===== src/rtl/crs_pkg.sv =====
// ---------------------------------------------------------------------------
// crs_pkg: shared types and constants for the spline evaluator
// Payload structs, sequencer states, status codes and fixed-point helpers.
// ---------------------------------------------------------------------------
`default_nettype none

package crs_pkg;

   localparam int COORD_W = 16;
   localparam int ALPHA_W = 17;
   localparam int FRAC_W  = 16;
   localparam int T_W     = 17;
   localparam int COEF_W  = 20;
   localparam int MUL_A_W = 21;
   localparam int MUL_B_W = 18;
   localparam int PROD_W  = MUL_A_W + MUL_B_W;
   localparam int ACC_W   = 40;
   localparam int RND_SHIFT = 17;
   localparam int PCNT_W  = 7;
   localparam int STAT_W  = 2;

   localparam logic [ALPHA_W-1:0] ALPHA_ONE = 17'h10000;
   localparam logic signed [COORD_W-1:0] COORD_HALF = 16'sd8192;
   localparam logic [2*T_W-1:0] FRAC_HALF = 34'h0_0000_8000;
   localparam logic signed [ACC_W-1:0] ACC_HALF      = 40'sd65536;
   localparam logic signed [ACC_W-1:0] ACC_COORD_MAX = 40'sd32767;
   localparam logic signed [ACC_W-1:0] ACC_COORD_MIN = -40'sd32768;

   localparam logic [STAT_W-1:0] ST_STORED   = 2'd0;
   localparam logic [STAT_W-1:0] ST_FULL     = 2'd1;
   localparam logic [STAT_W-1:0] ST_EVAL     = 2'd2;
   localparam logic [STAT_W-1:0] ST_EVAL_SAT = 2'd3;

   localparam logic MODE_ADD = 1'b0;

   typedef struct packed {
      logic                       mode;
      logic signed [COORD_W-1:0]  coord_x;
      logic signed [COORD_W-1:0]  coord_y;
      logic [ALPHA_W-1:0]         alpha;
   } req_type;

   typedef struct packed {
      logic [STAT_W-1:0]          status;
      logic signed [COORD_W-1:0]  out_x;
      logic signed [COORD_W-1:0]  out_y;
      logic [PCNT_W-1:0]          point_count;
   } rsp_type;

   typedef struct packed {
      logic                       sat;
      logic signed [COORD_W-1:0]  val;
   } sat_type;

   typedef enum logic [6:0] {
      S_IDLE  = 7'b0000001,
      S_ADD   = 7'b0000010,
      S_SCALE = 7'b0000100,
      S_ONE   = 7'b0001000,
      S_INDEX = 7'b0010000,
      S_CALC  = 7'b0100000,
      S_DONE  = 7'b1000000
   } state_type;

   // Round a Q.32 square or cube product back to Q.16, half up.
   function automatic logic [T_W-1:0] round_frac(input logic [2*T_W-1:0] p);
      logic [2*T_W-1:0] s;
      s = p + FRAC_HALF;
      return s[FRAC_W +: T_W];
   endfunction

   function automatic logic signed [COEF_W-1:0] coef_b(
      input logic signed [COORD_W-1:0] p0,
      input logic signed [COORD_W-1:0] p2);
      return COEF_W'(p2) - COEF_W'(p0);
   endfunction

   // 2P0 - 5P1 + 4P2 - P3
   function automatic logic signed [COEF_W-1:0] coef_c(
      input logic signed [COORD_W-1:0] p0,
      input logic signed [COORD_W-1:0] p1,
      input logic signed [COORD_W-1:0] p2,
      input logic signed [COORD_W-1:0] p3);
      logic signed [COEF_W-1:0] e0, e1, e2, e3;
      e0 = COEF_W'(p0);
      e1 = COEF_W'(p1);
      e2 = COEF_W'(p2);
      e3 = COEF_W'(p3);
      return (e0 <<< 1) - ((e1 <<< 2) + e1) + (e2 <<< 2) - e3;
   endfunction

   // -P0 + 3P1 - 3P2 + P3
   function automatic logic signed [COEF_W-1:0] coef_d(
      input logic signed [COORD_W-1:0] p0,
      input logic signed [COORD_W-1:0] p1,
      input logic signed [COORD_W-1:0] p2,
      input logic signed [COORD_W-1:0] p3);
      logic signed [COEF_W-1:0] e0, e1, e2, e3;
      e0 = COEF_W'(p0);
      e1 = COEF_W'(p1);
      e2 = COEF_W'(p2);
      e3 = COEF_W'(p3);
      return ((e1 <<< 1) + e1) - ((e2 <<< 1) + e2) + e3 - e0;
   endfunction

   // floor((S + 2^16) / 2^17), then clip to the coordinate range
   function automatic sat_type round_sat(input logic signed [ACC_W-1:0] acc);
      logic signed [ACC_W-1:0] r;
      sat_type res;
      r = (acc + ACC_HALF) >>> RND_SHIFT;
      if (r > ACC_COORD_MAX) begin
         res.sat = 1'b1;
         res.val = ACC_COORD_MAX[COORD_W-1:0];
      end else if (r < ACC_COORD_MIN) begin
         res.sat = 1'b1;
         res.val = ACC_COORD_MIN[COORD_W-1:0];
      end else begin
         res.sat = 1'b0;
         res.val = r[COORD_W-1:0];
      end
      return res;
   endfunction

endpackage

`default_nettype wire


===== src/rtl/crs_point_mem.sv =====
// ---------------------------------------------------------------------------
// crs_point_mem: control point store
// One write port, one registered read port; x in the low half, y in the high.
// ---------------------------------------------------------------------------
`default_nettype none

module crs_point_mem
   import crs_pkg::*;
#(
   parameter int DEPTH = 64,
   parameter int AW    = 6
) (
   input  wire logic                  clock,
   input  wire logic                  wr_en,
   input  wire logic [AW-1:0]         wr_addr,
   input  wire logic [2*COORD_W-1:0]  wr_data,
   input  wire logic [AW-1:0]         rd_addr,
   output logic      [2*COORD_W-1:0]  rd_data_ff
);

   logic [2*COORD_W-1:0] mem [DEPTH];

   always_ff @(posedge clock) begin
      if (wr_en) begin
         mem[wr_addr] <= wr_data;
      end
   end

   always_ff @(posedge clock) begin
      rd_data_ff <= mem[rd_addr];
   end

endmodule

`default_nettype wire


===== config.mk =====
export PLATFORM = sky130hd
export DESIGN_NAME = crs_point_mem
export DESIGN_NICKNAME = d
export VERILOG_FILES = /design/src/rtl/crs_pkg.sv /design/src/rtl/crs_point_mem.sv
export SDC_FILE = /design/constraint.sdc
export NUM_CORES = 2
export LEC_CHECK = 0
export BUFFER_PORTS_ARGS = -buffer_cell sky130_fd_sc_hd__buf_4
export CORE_UTILIZATION = 26
export DETAILED_ROUTE_END_ITERATION = 16
export SETUP_SLACK_MARGIN = 0.15
export SYNTH_ARGS = -nofsm -noshare
export SYNTH_HDL_FRONTEND = slang
export SYNTH_SLANG_ARGS = --single-unit

===== constraint.sdc =====
create_clock -name clock -period 4.5 [get_ports clock]
set_input_delay 0.225 -clock clock [delete_from_list [all_inputs] [get_ports clock]]
set_output_delay 0.225 -clock clock [all_outputs]
set_load 0.005 [all_outputs]

# After elaboration in Yosys (flattened, before gate mapping)
# Memory sizes are Yosys's and may differ from the RTL's. A register that Yosys moved wholly into a read port is not among the register bits.
# Cells that the tools add are included.
[word_totals]
register_bits = 0
ram_bits = 2048
in_bits = 46
output_inout_bits = 32
word_cells = 3
n_memories = 1
[mem_list]
columns = ["name", "words", "width", "rd", "rd_ports_with_merged_regs", "wr", "line_no", "rtl"]
rows = [
  ["mem", 64, 32, 1, 1, 1, "crs_point_mem.sv:21", "logic [2*COORD_W-1:0] mem [DEPTH];"],
]
[op_classes]
n_mux = 2
[op_table]
columns = ["cell", "n"]
rows = [
  ["1-bit 2-to-1 mux", 2],
]

# Logic depth before layout (Yosys ltp)
[depth]
ltp_word = 2
mapped_depth = 10
ltp_nobuf = 5

# Worst setup path before layout
# OpenSTA, ideal clock, no wires.
[synth_timing]
path_kind = "input to register"
from = "input wr_addr[3]"
to = "memory mem[48][0] (netlist bit) (enable)"
setup_time_ns = 0.461
t_arrival_ns = 2.924
required_ns = 4.039
setup_slack_ns = 1.115
stages = 4
path_buffers = 1
cell_sequence = "clkbuf_1 -> nor2b_1 -> nand4b_1 -> nor3_1"
[synth_rtl]
columns = ["element", "line_no", "rtl"]
rows = [
  ["from (decl)", "crs_point_mem.sv:15", "input wire logic [AW-1:0] wr_addr,"],
  ["to (decl)", "crs_point_mem.sv:21", ""],
]
# Straight into the memory's write port.

# Worst setup path in the final report
[layout_timing]
from = "input wr_addr[2]"
to = "memory mem[37][4] (netlist bit) (enable)"
# Straight into the memory's write port.

==> results.sh <==
export IMPL_syn_to_final_growth_pct=17.8
export IMPL_synth_edf_count=2048
export IMPL_drcViolationCount=0
export IMPL_vdd_drop_max_v=0.000461
export IMPL_initial_utilization_pct=26.2
export IMPL_syn_num_nets=3370
export IMPL_path_max_fanout=24
export IMPL_maxCapViolCount=0
export IMPL_worstSetupPathType="primary input to register"
export IMPL_cts_made_buffers=206
export IMPL_numPortBuffers=77
export IMPL_yosys_register_bits=2080
export IMPL_place_ws_ps=899
export IMPL_crit_path_frequent_cell="buf_4"
export IMPL_layoutNonFillerInstCount=7782
export IMPL_setup_viol=0
export IMPL_leakagePower_nw=28.2
export IMPL_wl_per_cell_um=26.7
export IMPL_wl_um=208000
export IMPL_drt_pass1_iterations=5
export IMPL_postCtsSetupBuffers=0
export IMPL_worst_pin_slew_ps=1070
export IMPL_core_mm2=0.300
export IMPL_synthFlopType="edfxtp_1"
export IMPL_syn_inst=3324
export IMPL_timing_final_ws_setup_ps=1740
export IMPL_dpl_hpwl_um=124000
export IMPL_min_period_ps=2760
export IMPL_critical_path_startpoint_type="primary input"
export IMPL_synth_area_per_cell_um2=23.6
export IMPL_grt_pass1_wl_um=293000
export IMPL_synth_distinct_cells=34
export IMPL_ctsLongestPathBuffers=3
export IMPL_hp_class="primary input to register"
export IMPL_clk_latency_ps=850
export IMPL_htreeDepth=4
export IMPL_yosys_warnings=0
export IMPL_hold_viol=0
export IMPL_cp_end_kind="register"
export IMPL_die_h_um=552
export IMPL_grt_overflow=0
export IMPL_cp_buffers_inverters=3
export IMPL_synth_area_mm2=0.0785
export IMPL_multi_input_area_mm2=0.0160
export IMPL_cp_slowest_cell="nand3_1"
export IMPL_rsz0062_at_grt="no"
export IMPL_placedCellCount=7355
export IMPL_io_pins=78
export IMPL_grt_max_degree=79
export IMPL_path_delay_family="simple AND/OR/NAND/NOR gates"
export IMPL_slew_headroom_pct=28.2
export IMPL_cts_root_buf="clkbuf_16"
export IMPL_nFillCells=28378
export IMPL_antenna_found_initial=21
export IMPL_yosysSeqAreaShare_pct=79.1
export IMPL_tritoncts="done"
export IMPL_power_density_mw_per_mm2=441
export IMPL_p_total_mw=40.8
export IMPL_fin_util_pct=30.8
export IMPL_slowest_delay_ps=710
export IMPL_clk_pin_slew_ps=60
export IMPL_rows=201
export IMPL_period_share_pct=61.4
export IMPL_regArea_mm2=0.0621
export IMPL_grt_pass1_vias=37955
export IMPL_postCtsHoldBufs=36
export IMPL_skew_ps=52.9
export IMPL_num_vias=37046
export IMPL_die_area_mm2=0.304
export IMPL_cp_cell_sequence="dlygate4sd3_1 > buf_4 > nor2b_1 > nand3_1 > nor2_4 > buf_4"
export IMPL_crit_required_ps=4940
export IMPL_drtIter0Drc=4374
export IMPL_ant_nets=0
export IMPL_fmax_mhz=362
export IMPL_async_flop_share_pct=0
export IMPL_nets=3687
export IMPL_cts_resized_gates=0
export IMPL_status="completed"
export IMPL_slew_violations=0
export IMPL_drive_gt1_share_pct=30.7
export IMPL_cts_sinks=2080
export IMPL_die_width_um=552
export IMPL_fin_setup_tns_ps=0
export IMPL_arrival_ps=3210
export IMPL_gp_congestion=0.790
export IMPL_vias_per_cell=4.76
export IMPL_grt_usage_pct=13.6
-- worst min-delay path: cells and delay by family --
| kind | cells | cell delay, ps |
|---|---|---|
| buffers and inverters | 1 | 240 |
| AO/OA/AOI/OAI | 1 | 180 |
| AND/OR/NAND/NOR | 2 | 230 |
-- state kept, by name, summed over array words and instances (netlist names) --
signal and flops:
rd_data_ff 32, mem 2048
-- placed cells by master, fill, tap and decap left out, types with 27 or more instances in the layout --
| master | instances |
|---|---|
| edfxtp_1 | 2048 |
| clkinv_1 | 34 |
| clkinv_2 | 43 |
| mux4_2 | 544 |
| clkbuf_16 | 207 |
| nor2_4 | 62 |
| buf_4 | 224 |
| nor2_1 | 75 |
| dlygate4sd3_1 | 36 |
| clkbuf_1 | 46 |
| o22ai_1 | 84 |
| buf_12 | 27 |
| mux2i_1 | 93 |
| a21oi_1 | 62 |
| o221ai_1 | 27 |
| dfxtp_1 | 32 |
-- where the power goes --
part	total [mW]	internal [mW]	switching, mW	leakage, nW
clock network	17.2	9.82	7.35	3.31
logic	2.01	0.784	1.23	6.21
registers	21.6	21.5	0.131	18.7
total	40.8	32.1	8.71	28.2
-- synthesized netlist by cell type (3+ instances only) --
cell      number  area [um2]
edfxtp_1    2048       61500
mux4_2       544       12300
nor2_1       137         514
mux2i_1       93         931
o22ai_1       84         526
clkbuf_1      74         278
a21oi_1       62         310
buf_2         57         285
dfxtp_1       32         641
o221ai_1      27         236
nand2_1       26        97.6
buf_4         25         188
buf_1         21        78.8
nor2b_1       15        93.8
a22oi_1       12        90.1
a311oi_1       8        70.1
nand2b_1       8        50.1
nor3_1         7        35.0
buf_6          5        56.3
nand3_1        5        25.0
nand3b_1       5        37.5
a41o_1         4        40.0
and3_1         4        25.0
o32ai_1        4        35.0
or3_1          3        18.8
or3b_2         3        26.3
-- per-stage QoR --
stage	hold WS [ps]	cell area, um2
after detailed placement	629	85300
after global routing	74.9	92500
after floorplan	324	78500
final	103	92500
after global placement	633	85300
after CTS	22.3	92500
-- layer usage --
layer  global-route usage (%)  part of all wire, %  up-vias
li1                         -                    -    14940
met1                     18.1                   41    20301
met2                     22.4                   49     1487
met3                     2.39                  7.0      304
met4                     4.30                  3.0       14
met5                        0                0.046        -
-- path summary, 6_finish.rpt --
kind                            slack (ps)  cells after the start        start              to
worst min register to register         800                      4  mem[12][17]  rd_data_ff[17]
worst max register to register        2070                      4  mem[56][23]  rd_data_ff[23]
worst min-delay path                   100                      4   rd_addr[5]  rd_data_ff[18]
worst max-delay path                  1740                      6   wr_addr[2]      mem[37][4]
-- cell type report --
| cell class | count | area share, % |
|---|---|---|
| Sequential cell | 2080 | 67.2 |
| Antenna cell | 9 | 0.0243 |
| Timing Repair Buffer | 291 | 2.85 |
| Tap cell | 3958 | 5.35 |
| Multi-Input combinational cell | 1062 | 17.3 |
| Clock inverter | 118 | 1.38 |
| Clock buffer | 264 | 5.95 |
-- cell families (layout without fill, tap and decap cells) --
logic type,count (synthesis),count (layout),synth area share [%]
buffers and inverters,182,673,1.13
multiplexers,637,637,16.8
other,0,9,0
AO/OA/AOI/OAI,202,202,1.67
flip-flops,2080,2080,79.1
AND/OR/NAND/NOR,223,223,1.27
Note: power is estimated with default switching activity, not from simulation.
