`src/rtl/crs_pkg.sv`:
```
// ---------------------------------------------------------------------------
// crs_pkg: shared types and constants for the spline evaluator
// Payload structs, sequencer states, status codes and fixed-point helpers.
// ---------------------------------------------------------------------------
`default_nettype none

package crs_pkg;

   localparam int COORD_W = 16;
   localparam int ALPHA_W = 17;
   localparam int FRAC_W  = 16;
   localparam int T_W     = 17;
   localparam int COEF_W  = 20;
   localparam int MUL_A_W = 21;
   localparam int MUL_B_W = 18;
   localparam int PROD_W  = MUL_A_W + MUL_B_W;
   localparam int ACC_W   = 40;
   localparam int RND_SHIFT = 17;
   localparam int PCNT_W  = 7;
   localparam int STAT_W  = 2;

   localparam logic [ALPHA_W-1:0] ALPHA_ONE = 17'h10000;
   localparam logic signed [COORD_W-1:0] COORD_HALF = 16'sd8192;
   localparam logic [2*T_W-1:0] FRAC_HALF = 34'h0_0000_8000;
   localparam logic signed [ACC_W-1:0] ACC_HALF      = 40'sd65536;
   localparam logic signed [ACC_W-1:0] ACC_COORD_MAX = 40'sd32767;
   localparam logic signed [ACC_W-1:0] ACC_COORD_MIN = -40'sd32768;

   localparam logic [STAT_W-1:0] ST_STORED   = 2'd0;
   localparam logic [STAT_W-1:0] ST_FULL     = 2'd1;
   localparam logic [STAT_W-1:0] ST_EVAL     = 2'd2;
   localparam logic [STAT_W-1:0] ST_EVAL_SAT = 2'd3;

   localparam logic MODE_ADD = 1'b0;

   typedef struct packed {
      logic                       mode;
      logic signed [COORD_W-1:0]  coord_x;
      logic signed [COORD_W-1:0]  coord_y;
      logic [ALPHA_W-1:0]         alpha;
   } req_type;

   typedef struct packed {
      logic [STAT_W-1:0]          status;
      logic signed [COORD_W-1:0]  out_x;
      logic signed [COORD_W-1:0]  out_y;
      logic [PCNT_W-1:0]          point_count;
   } rsp_type;

   typedef struct packed {
      logic                       sat;
      logic signed [COORD_W-1:0]  val;
   } sat_type;

   typedef enum logic [6:0] {
      S_IDLE  = 7'b0000001,
      S_ADD   = 7'b0000010,
      S_SCALE = 7'b0000100,
      S_ONE   = 7'b0001000,
      S_INDEX = 7'b0010000,
      S_CALC  = 7'b0100000,
      S_DONE  = 7'b1000000
   } state_type;

   // Round a Q.32 square or cube product back to Q.16, half up.
   function automatic logic [T_W-1:0] round_frac(input logic [2*T_W-1:0] p);
      logic [2*T_W-1:0] s;
      s = p + FRAC_HALF;
      return s[FRAC_W +: T_W];
   endfunction

   function automatic logic signed [COEF_W-1:0] coef_b(
      input logic signed [COORD_W-1:0] p0,
      input logic signed [COORD_W-1:0] p2);
      return COEF_W'(p2) - COEF_W'(p0);
   endfunction

   // 2P0 - 5P1 + 4P2 - P3
   function automatic logic signed [COEF_W-1:0] coef_c(
      input logic signed [COORD_W-1:0] p0,
      input logic signed [COORD_W-1:0] p1,
      input logic signed [COORD_W-1:0] p2,
      input logic signed [COORD_W-1:0] p3);
      logic signed [COEF_W-1:0] e0, e1, e2, e3;
      e0 = COEF_W'(p0);
      e1 = COEF_W'(p1);
      e2 = COEF_W'(p2);
      e3 = COEF_W'(p3);
      return (e0 <<< 1) - ((e1 <<< 2) + e1) + (e2 <<< 2) - e3;
   endfunction

   // -P0 + 3P1 - 3P2 + P3
   function automatic logic signed [COEF_W-1:0] coef_d(
      input logic signed [COORD_W-1:0] p0,
      input logic signed [COORD_W-1:0] p1,
      input logic signed [COORD_W-1:0] p2,
      input logic signed [COORD_W-1:0] p3);
      logic signed [COEF_W-1:0] e0, e1, e2, e3;
      e0 = COEF_W'(p0);
      e1 = COEF_W'(p1);
      e2 = COEF_W'(p2);
      e3 = COEF_W'(p3);
      return ((e1 <<< 1) + e1) - ((e2 <<< 1) + e2) + e3 - e0;
   endfunction

   // floor((S + 2^16) / 2^17), then clip to the coordinate range
   function automatic sat_type round_sat(input logic signed [ACC_W-1:0] acc);
      logic signed [ACC_W-1:0] r;
      sat_type res;
      r = (acc + ACC_HALF) >>> RND_SHIFT;
      if (r > ACC_COORD_MAX) begin
         res.sat = 1'b1;
         res.val = ACC_COORD_MAX[COORD_W-1:0];
      end else if (r < ACC_COORD_MIN) begin
         res.sat = 1'b1;
         res.val = ACC_COORD_MIN[COORD_W-1:0];
      end else begin
         res.sat = 1'b0;
         res.val = r[COORD_W-1:0];
      end
      return res;
   endfunction

endpackage

`default_nettype wire

```
`src/rtl/crs_mul.sv`:
```
// ---------------------------------------------------------------------------
// crs_mul: shared signed multiplier
// Registered product; every multiply of the evaluator goes through here.
// ---------------------------------------------------------------------------
`default_nettype none

module crs_mul
   import crs_pkg::*;
(
   input  wire logic                        clock,
   input  wire logic signed [MUL_A_W-1:0]   op_a,
   input  wire logic signed [MUL_B_W-1:0]   op_b,
   output logic      signed [PROD_W-1:0]    prod_ff
);

   always_ff @(posedge clock) begin
      prod_ff <= PROD_W'(op_a) * PROD_W'(op_b);
   end

endmodule

`default_nettype wire

```
`config.mk`:
```
export PLATFORM = sky130hd
export DESIGN_NAME = crs_mul
export DESIGN_NICKNAME = d
export VERILOG_FILES = /design/src/rtl/crs_pkg.sv /design/src/rtl/crs_mul.sv
export SDC_FILE = /design/constraint.sdc
export NUM_CORES = 1
export LEC_CHECK = 0
export BUFFER_PORTS_ARGS = -buffer_cell sky130_fd_sc_hd__buf_2
export CAP_MARGIN = 25
export CORE_UTILIZATION = 59
export DETAILED_ROUTE_END_ITERATION = 7
export PLACE_DENSITY = 0.8
export SYNTH_ARGS = -nofsm -noshare
export SYNTH_HDL_FRONTEND = slang
export SYNTH_SLANG_ARGS = --single-unit
```
`constraint.sdc`:
```
create_clock -name clock -period 6.9 [get_ports clock]
set_clock_uncertainty 0.2 [all_clocks]
set_input_delay 1.035 -clock clock [delete_from_list [all_inputs] [get_ports clock]]
set_output_delay 1.035 -clock clock [all_outputs]
set_load 0.05 [all_outputs]
```
== Yosys cells after proc, flatten, opt, wreduce, memory -nomap -nowiden ==
Index checks and enable logic that the tools add are counted.
W data, S select, Z words.

* Bits in registers: 39
* Input port bits: 40
* Output and inout port bits: 39
* Logic and storage cells: 2

* Multipliers: 1

{| class="wikitable"
|+ Operators with widths
! kind !! number
|-
| $mul A21 B18 Y39 || 1
|}

== Logic depth before layout (Yosys ltp) ==
Gate-level depths: netlist (run 1).

* Depth in word-level cells: 1
* Mapped depth: 24

== Worst setup path after synthesis (run 1) ==
OpenSTA, ideal clock, no wires.

* Path kind: input to register
* Start point: input op_a[9]
* End point: register prod_ff[36]
* Setup time: 0.062 ns
* Data arrival time: 6.738 ns
* Data required time: 6.638 ns
* Setup slack: -0.100 ns
* Cell stages on the path: 22
* Path buffers: 3
* Cells stage by stage: clkbuf_1 clkbuf_1 nand2_1 fa_1 inv_1 fa_1 fa_1 fa_1 fa_1 inv_1 fa_1 inv_1 ha_1 clkbuf_1 nand3_1 nor2_1 o31a_1 a22o_1 or3_1 o31a_1 or4_1 nand3_1

* Word-level cells in the longest chain between the ends: 1

{| class="wikitable"
|+ RTL lines
! item !! line !! source
|-
| from (decl) || crs_mul.sv:11 || <nowiki>input wire logic signed [MUL_A_W-1:0] op_a,</nowiki>
|-
| $mul A21 B18 Y39 || crs_mul.sv:17 || <nowiki>prod_ff <= PROD_W'(op_a) * PROD_W'(op_b);</nowiki>
|-
| to (signal assigned) || crs_mul.sv:17 ||
|-
| to (decl) || crs_mul.sv:13 || <nowiki>output logic signed [PROD_W-1:0] prod_ff</nowiki>
|}

Every way passes these cells.

== Worst setup path in the final report (run 1) ==
* Start point: input op_a[12]
* End point: register prod_ff[36]

The elaborated chain is that of the path after synthesis.

==> run summary, run 1 <==
Status: completed
Critical Path RT: 6920 ps
Arrival @ worst endpoint: 6820 ps
TritonCTS Buffers: 5
Starting density of the core: 60.1%
Yosys Warn Count: 0
Max cap viols: 0
Initial DRT Pass Iterations: 5
Diodes inserted: 0
WP depth: 21
Crit-path slowest cell: fa_2
Worst Setup Start Kind: input pin
H-tree levels: 2
EDFF count, synth: 0
Worst-Margin Slew: 382 ps
CP bufs+invs: 5
Post-Synthesis Cells: 1597
Largest net degree at the start of global routing: 15
Sink Count: 39
CTS tree: done
RSZ-0062 raised after global routing: yes
CP Class: in2reg
Post-synth top cells: 439 x inv_1, 377 x fa_1, 236 x nand2_1
CTS clk-pin slew, worst paths: 60 ps
Avg WL per Cell: 16.6 microns
FMAX: 0.147 GHz
Vias: 11200
Row Count: 57
WL final: 34.7 mm
Iteration-0 DRC Markers: 629
Die width: 159 microns
HP Class: in2reg
HPWL Detailed: 30.9 mm
Flops & latches, synth: 39
Die height: 159 microns
Ports: 79
Post-synth top flop: dfxtp_1
Register area share after synthesis: 5.36%
Worst setup margin: 103 ps
Total track usage: 28.8%
PortBufs: 78
Share of the synthesized area in the top cell type: 51.8%
Top cell type by total area after synthesis: fa_1
DR DRC count: 0
Top delay family on crit path: adder cells
Hold Crit Depth: 3
Min Tclk post-route: 6800 ps
Final setup viols: 0
Worst stage delay on the critical path: 560 ps
Crit path cell chain: buf_6, and2_4, fa_1, inv_1, fa_2, inv_2, fa_1, fa_2, fa_1, inv_2, fa_2, inv_1, ha_2, a21oi_2, nor2_2, o31a_1, a22o_1, or3_1, o31a_1, or4_1, nand3_1
Cell Area, Synth: 14600 sq um
Relative slew slack: 74.3%
Period utilisation layout: 98.5%
DR vias/cell: 5.35
Critical path capture point type: flip-flop
CTS root buf: clkbuf_16
Area contributors post-synth: fa_1 52%, inv_1 11%, ha_1 8.5%
Top-count cell post-synth: inv_1
Final Non-Filler Cells: 2096
Async set-reset flop share out of synthesis: 0%
First-pass GRT wire length: 57.7 mm
Syn avg cell area: 9.13 sq um
Nets: 2287
CORE AREA: 24200 sq um
Ratio of cells with drive above 1 in the final layout: 16.4%
Total gr overflow: 0
Hold buffer count at cts: 0
Slew Viols, Final: 0
Worst slack, placed: -261 ps
Final GP Congestion: 0.926
TNS Setup: 0 ps
Longest Clk Path Bufs: 2
Max reg flops: 39
Vias in the first global route: 12500
Distinct cells, synth: 50
CP Max Fanout: 12
Reg with most FFs: prod_ff
Initial antenna violation count: 0
Biggest regs: prod_ff: 39 flops
DRT antenna net count: 0
Area grow syn2layout: 14.9%
Post-placement cell count: 2085
Synthesized Nets: 2113
Final Hold Fails: 0
Die area: 25300 sq um
==> path summary, 6_finish.rpt <==
path | startpoint | to | slack (ps)
min | op_b[0] | prod_ff[0] | 1140
max | op_a[12] | prod_ff[36] | 100
==> through the flow <==
stage / hold slack, ps / util (%) / cell area, sq um
floorplan: 962 / - / 14600
global placement: 1300 / 67.1 / 16300
detailed placement: 1300 / 67.1 / 16300
CTS: 1120 / 67.6 / 16400
global route: 1130 / 69.1 / 16800
finish: 1140 / 69.1 / 16800
==> cell type report <==
class,instances,area [sq um]
Fill cell,1802,7490
Inverter,439,1650
Tap cell,324,405
Sequential cell,39,781
Timing Repair Buffer,231,1710
Clock buffer,6,129
Multi-Input combinational cell,1055,12100
Clock inverter,2,12.5
==> worst min-delay path, delay by kind of cell <==
family	cells	cell delay (ps)
buffers and inverters	2	400
AND/OR/NAND/NOR	1	140
==> cells in the final DEF (no fill, tap or decap), drive strengths merged, types with 6 or more instances in the layout <==
cell type and n:
clkbuf 13, nand2 236, nand3 6, nor2b 18
ha 99, and2 140, xnor2 27, fa 377
xor2 10, a21o 9, a21oi 31, nor2 19
inv 439, o21ai 8, buf 224, nand2b 8
dfxtp 39
==> cells by family after synthesis <==
kind of cell / after synthesis / share of synthesized area, %
buf+inv: 503 / 13.0
compound gates: 85 / 3.88
simple gates: 456 / 15.2
mux: 1 / 0.0772
flops: 39 / 5.36
xor+xnor: 37 / 2.22
fa+ha+maj: 476 / 60.3
==> metal layers <==
metal  GRT usage, %  vias to the layer above  wire, microns
met5              0                        -              0
met4           12.7                        0           1650
met3           2.94                      121           1620
met2           53.9                      432          19300
met1           33.2                     5737          12200
li1               -                     4927              -
==> timing repair <==
action,4_1_cts,5_1_grt
setup buffers,0,4
gates resized for setup,0,127
endpoints found under the setup margin,0,13
Power of run 1 is not shown: default switching activity piles up to over one toggle a cycle in this logic, so the estimate is an artifact.
==> run 2, diff against run 1 <==
==> config.mk (replaced) <==
export PLATFORM = sky130hd
export DESIGN_NAME = crs_mul
export DESIGN_NICKNAME = d
export VERILOG_FILES = /design/src/rtl/crs_pkg.sv /design/src/rtl/crs_mul.sv
export SDC_FILE = /design/constraint.sdc
export NUM_CORES = 1
export LEC_CHECK = 0
export BUFFER_PORTS_ARGS = -buffer_cell sky130_fd_sc_hd__buf_4
export CAP_MARGIN = 25
export CELL_PAD_IN_SITES_DETAIL_PLACEMENT = 2
export CELL_PAD_IN_SITES_GLOBAL_PLACEMENT = 2
export CORE_UTILIZATION = 44
export DETAILED_ROUTE_END_ITERATION = 7
export PLACE_DENSITY_LB_ADDON = 0.1
export SYNTH_ARGS = -nofsm -noshare
export SYNTH_HDL_FRONTEND = slang
export SYNTH_SLANG_ARGS = --single-unit
==> constraint.sdc (replaced) <==
create_clock -name clock -period 8 [get_ports clock]
set_clock_uncertainty 0.2 [all_clocks]
set_input_delay 1.2 -clock clock [delete_from_list [all_inputs] [get_ports clock]]
set_output_delay 1.2 -clock clock [all_outputs]
set_load 0.05 [all_outputs]
==> run 2 against run 1 <==
  * Via count is 5.5% lower
  * Worst hold slack improved by 19 ps
  * Core utilization fell by 21 points
  * Final cell count shrank 1.6%
  * Wire length up 30%
  * Critical endpoint unchanged
  * Largest cell class unchanged
  * Highest routed layer unchanged
==> run summary, run 2 (synthesized netlist as in run 1, its figures left out) <==
Status: completed
Initial antenna violation count: 0
CTS root buf: clkbuf_16
First-pass GRT wire length: 71.6 mm
CTS clk-pin slew, worst paths: 60 ps
Crit path from: op_b[3]
Reg with most FFs: prod_ff
TritonCTS Buffers: 5
Max cap viols: 0
Final setup viols: 0
Most frequent cells in the layout: 439 x inv_1, 377 x fa_1, 236 x nand2_1
Arrival @ worst endpoint: 7530 ps
Max reg flops: 39
CP Max Fanout: 21
WL final: 45.0 mm
Fill count: 3593
DR vias/cell: 5.14
Die area: 33900 sq um
Hold buffer count at cts: 0
Postcts setup bufs: 0
Area grow syn2layout: 7.17%
HPWL Detailed: 38.1 mm
Critical path capture point type: flip-flop
Worst Setup Start Kind: input pin
Total track usage: 28.4%
PortBufs: 78
Avg WL per Cell: 21.8 microns
Relative slew slack: 55.0%
Period utilisation layout: 93.7%
Post-cts gate resize count: 0
Final Hold Fails: 0
Nets: 2135
Ratio of cells with drive above 1 in the final layout: 5.74%
Ports: 79
Vias in the first global route: 13000
Sink Count: 39
Iteration-0 DRC Markers: 307
HP Class: in2reg
Final GP Congestion: 0.825
Worst-Margin Slew: 666 ps
Diodes inserted: 0
Initial DRT Pass Iterations: 4
Slew Viols, Final: 0
Worst setup path end: prod_ff[36]
Die width: 184 microns
Biggest regs: prod_ff: 39 flops
Commonest non-fill, non-tap cell in the layout: inv_1
Min Tclk post-route: 7500 ps
RSZ-0062 raised after global routing: no
DR DRC count: 0
DRT antenna net count: 0
Total gr overflow: 0
Row Count: 66
Longest Clk Path Bufs: 2
TNS Setup: 0 ps
FMAX: 0.133 GHz
H-tree levels: 2
CTS tree: done
CORE AREA: 32500 sq um
CP Class: in2reg
Critical Path RT: 8030 ps
Largest net degree at the start of global routing: 23
Vias: 10600
Starting density of the core: 44.8%
Die height: 184 microns
[run 2: cell types whose count changed in the layout (fill, tap and decap cells not counted), sizes merged]
cell,before,now
buf,224,79
clkbuf,13,6
[run 2: worst min path at each step]
stage                      startpoint  slack, ps          end  cells past startpoint
after floorplan               op_a[0]       1130   prod_ff[0]                      1
after global placement    prod_ff[10]       1450  prod_ff[10]                      1
after detailed placement  prod_ff[14]       1450  prod_ff[14]                      1
after CTS                     op_b[0]       1160   prod_ff[0]                      2
after global routing          op_b[0]       1170   prod_ff[0]                      2
final                         op_b[0]       1160   prod_ff[0]                      2
[run 2: through the flow]
stage	setup slack, ps	hold WS, ps	instance area (sq um)	utilization [%]	std cells
2_1_floorplan	835	1130	14600	-	1597
3_3_place_gp	581	1450	15500	47.6	2054
3_5_place_dp	243	1450	15500	47.6	2054
4_1_cts	456	1160	15600	48.0	2062
5_1_grt	202	1170	15600	48.0	2062
6_report	500	1160	15600	48.0	2062
[run 2: critical path, stage by stage]
cell     delay [ps]
buf_4           200
nand2_1         150
inv_1           110
fa_1            690
inv_1           170
fa_1            520
inv_1            60
fa_1            500
fa_1            560
fa_1            550
inv_1            70
fa_1            510
inv_1            60
ha_1            260
a21o_1          210
a21oi_1         240
o21ai_0         210
or3_1           400
o31a_1          340
or4_1           420
nand3_1          90
[run 2: metal layers]
metal | vias to the layer above | track usage, % | share of wire (%) | wire, microns
met5 | - | 0 | 0 | 0
met4 | 0 | 11.4 | 4.6 | 2070
met3 | 88 | 2.18 | 1.4 | 615
met2 | 164 | 57.0 | 58 | 26200
met1 | 5739 | 30.0 | 36 | 16100
li1 | 4607 | - | - | -
[run 2: layout make-up]
cell class	count	area [sq um]	area share, %
Clock inverter	2	12.5	0.0801
Inverter	439	1650	10.5
Tap cell	442	553	3.54
Multi-Input combinational cell	1055	11900	76.2
Clock buffer	6	129	0.825
Sequential cell	39	781	5.00
Timing Repair Buffer	79	593	3.80
Power of run 2 is left out for the same reason.
==> run 3, diff against run 2 <==
--- a/config.mk
+++ b/config.mk
@@ -5,7 +5,7 @@
 export SDC_FILE = /design/constraint.sdc
 export NUM_CORES = 1
 export LEC_CHECK = 0
-export BUFFER_PORTS_ARGS = -buffer_cell sky130_fd_sc_hd__buf_4
+export BUFFER_PORTS_ARGS = -buffer_cell sky130_fd_sc_hd__buf_2
 export CAP_MARGIN = 25
 export CELL_PAD_IN_SITES_DETAIL_PLACEMENT = 2
 export CELL_PAD_IN_SITES_GLOBAL_PLACEMENT = 2
==> run 3 against run 2 <==
  * Die area unchanged
  * Maximum frequency fell by 0.22%
  * Worst setup slack got worse by 17 ps
  * Count of clock-buffer cells in the layout down 1
  * Cell area decreased by 0.58%
  * Critical path depth decreased by 4
  * Worst hold slack gained 81 ps
  * Non-clock buffer count rose by 7
  * First-iteration DRC count fell by 8.1%
  * Global-route usage down 0.53 points
  * Wire length fell by 2.5%
  * Via count about the same
==> run summary, run 3 (synthesized netlist as in run 1, its figures left out) <==
First-pass GRT wire length: 70.2 mm
Largest net degree at the start of global routing: 23
Die height: 184 microns
Nets: 2142
Multi-input logic area: 11900 sq um
Diodes inserted: 0
Hold wc startpoint: op_b[0]
Biggest regs: prod_ff: 39 flops
Slew Viols, Final: 0
Post-cts gate resize count: 0
Relative slew slack: 61.9%
Period utilisation layout: 94.0%
DR DRC count: 0
Hold buffer count at cts: 0
Fill count: 3583
TritonCTS Buffers: 5
Critical path capture point type: flip-flop
Worst Hold Path EP: prod_ff[0]
Ratio of cells with drive above 1 in the final layout: 6.21%
Commonest non-fill, non-tap cell in the layout: inv_1
PortBufs: 78
CTS root buf: clkbuf_16
Final GP Congestion: 0.840
HPWL Detailed: 37.5 mm
Vias: 10600
HP Class: in2reg
CP bufs+invs: 2
Vias in the first global route: 13000
Crit path cell chain: buf_2, nand2_1, fa_1, inv_1, fa_1, fa_1, fa_1, fa_1, fa_1, ha_1, a21o_1, a21oi_1, o21ai_0, or3_1, o31a_1, or4_1, nand3_1
FMAX: 0.133 GHz
Arrival @ worst endpoint: 7550 ps
Critical Path RT: 8040 ps
Avg WL per Cell: 21.2 microns
Worst-Margin Slew: 571 ps
Status: completed
Iteration-0 DRC Markers: 282
Postcts setup bufs: 0
CTS clk-pin slew, worst paths: 60 ps
Most frequent cells in the layout: 439 x inv_1, 377 x fa_1, 236 x nand2_1
Die area: 33900 sq um
Register Area: 781 sq um
DR vias/cell: 5.12
Crit path top cell by count: fa_1
Longest Clk Path Bufs: 2
Initial antenna violation count: 0
DRT antenna net count: 0
Sink Count: 39
Worst Setup Start Kind: input pin
Worst stage delay on the critical path: 750 ps
RSZ-0062 raised after global routing: no
CORE AREA: 32500 sq um
Crit-path slowest cell: fa_1
Top delay family on crit path: adder cells
Total gr overflow: 0
Die width: 184 microns
Min Tclk post-route: 7520 ps
CTS tree: done
Initial DRT Pass Iterations: 4
Row Count: 66
H-tree levels: 2
TNS Setup: 0 ps
Max reg flops: 39
Final setup viols: 0
Ports: 79
Reg with most FFs: prod_ff
Max cap viols: 0
Final Hold Fails: 0
Area grow syn2layout: 6.55%
Hold Crit Depth: 2
Starting density of the core: 44.8%
WL final: 43.9 mm
CP Max Fanout: 21
Total track usage: 27.8%
CP Class: in2reg
## run 3: changes by cell type in the layout (fill, tap and decap cells not counted)
cell / previous run / this run
buf_2: 0 / 78
buf_4: 79 / 8
bufinv_16: 0 / 2
clkbuf_1: 1 / 0
clkinv_2: 1 / 0
## run 3: metrics by stage
stage          utilization [%]  worst slack (ps)  hold WS [ps]  instance area [sq um]  instances
5_1_grt                   47.7               211          1260                  15500       2069
6_report                  47.7               484          1240                  15500       2069
3_5_place_dp              47.2               205          1470                  15300       2061
4_1_cts                   47.7               435          1230                  15500       2069
2_1_floorplan                -               835          1130                  14600       1597
3_3_place_gp              47.2               459          1470                  15300       2061
## run 3: layout make-up
type	count	share of cell area, %
repair buffers	86	2.90
clock inverters	3	0.435
multi-input cells	1055	76.7
flip-flops and latches	39	5.03
well taps	442	3.56
clock buffers	5	0.805
inverters	439	10.6
## run 3: metal layers
layer	GRT usage (%)	part of all wire [%]
met5	0	0
met4	11.8	4.7
met3	2.67	2.1
met2	55.9	58
met1	29.0	35
## run 3: worst max-delay path by stage
stage | start | to | cells past startpoint
floorplan | op_a[9] | prod_ff[36] | 22
global placement | op_b[6] | prod_ff[36] | 17
detailed placement | op_b[6] | prod_ff[36] | 17
CTS | op_b[6] | prod_ff[36] | 17
global route | op_b[3] | prod_ff[37] | 22
finish | op_b[6] | prod_ff[36] | 17
Power of run 3 is left out for the same reason.
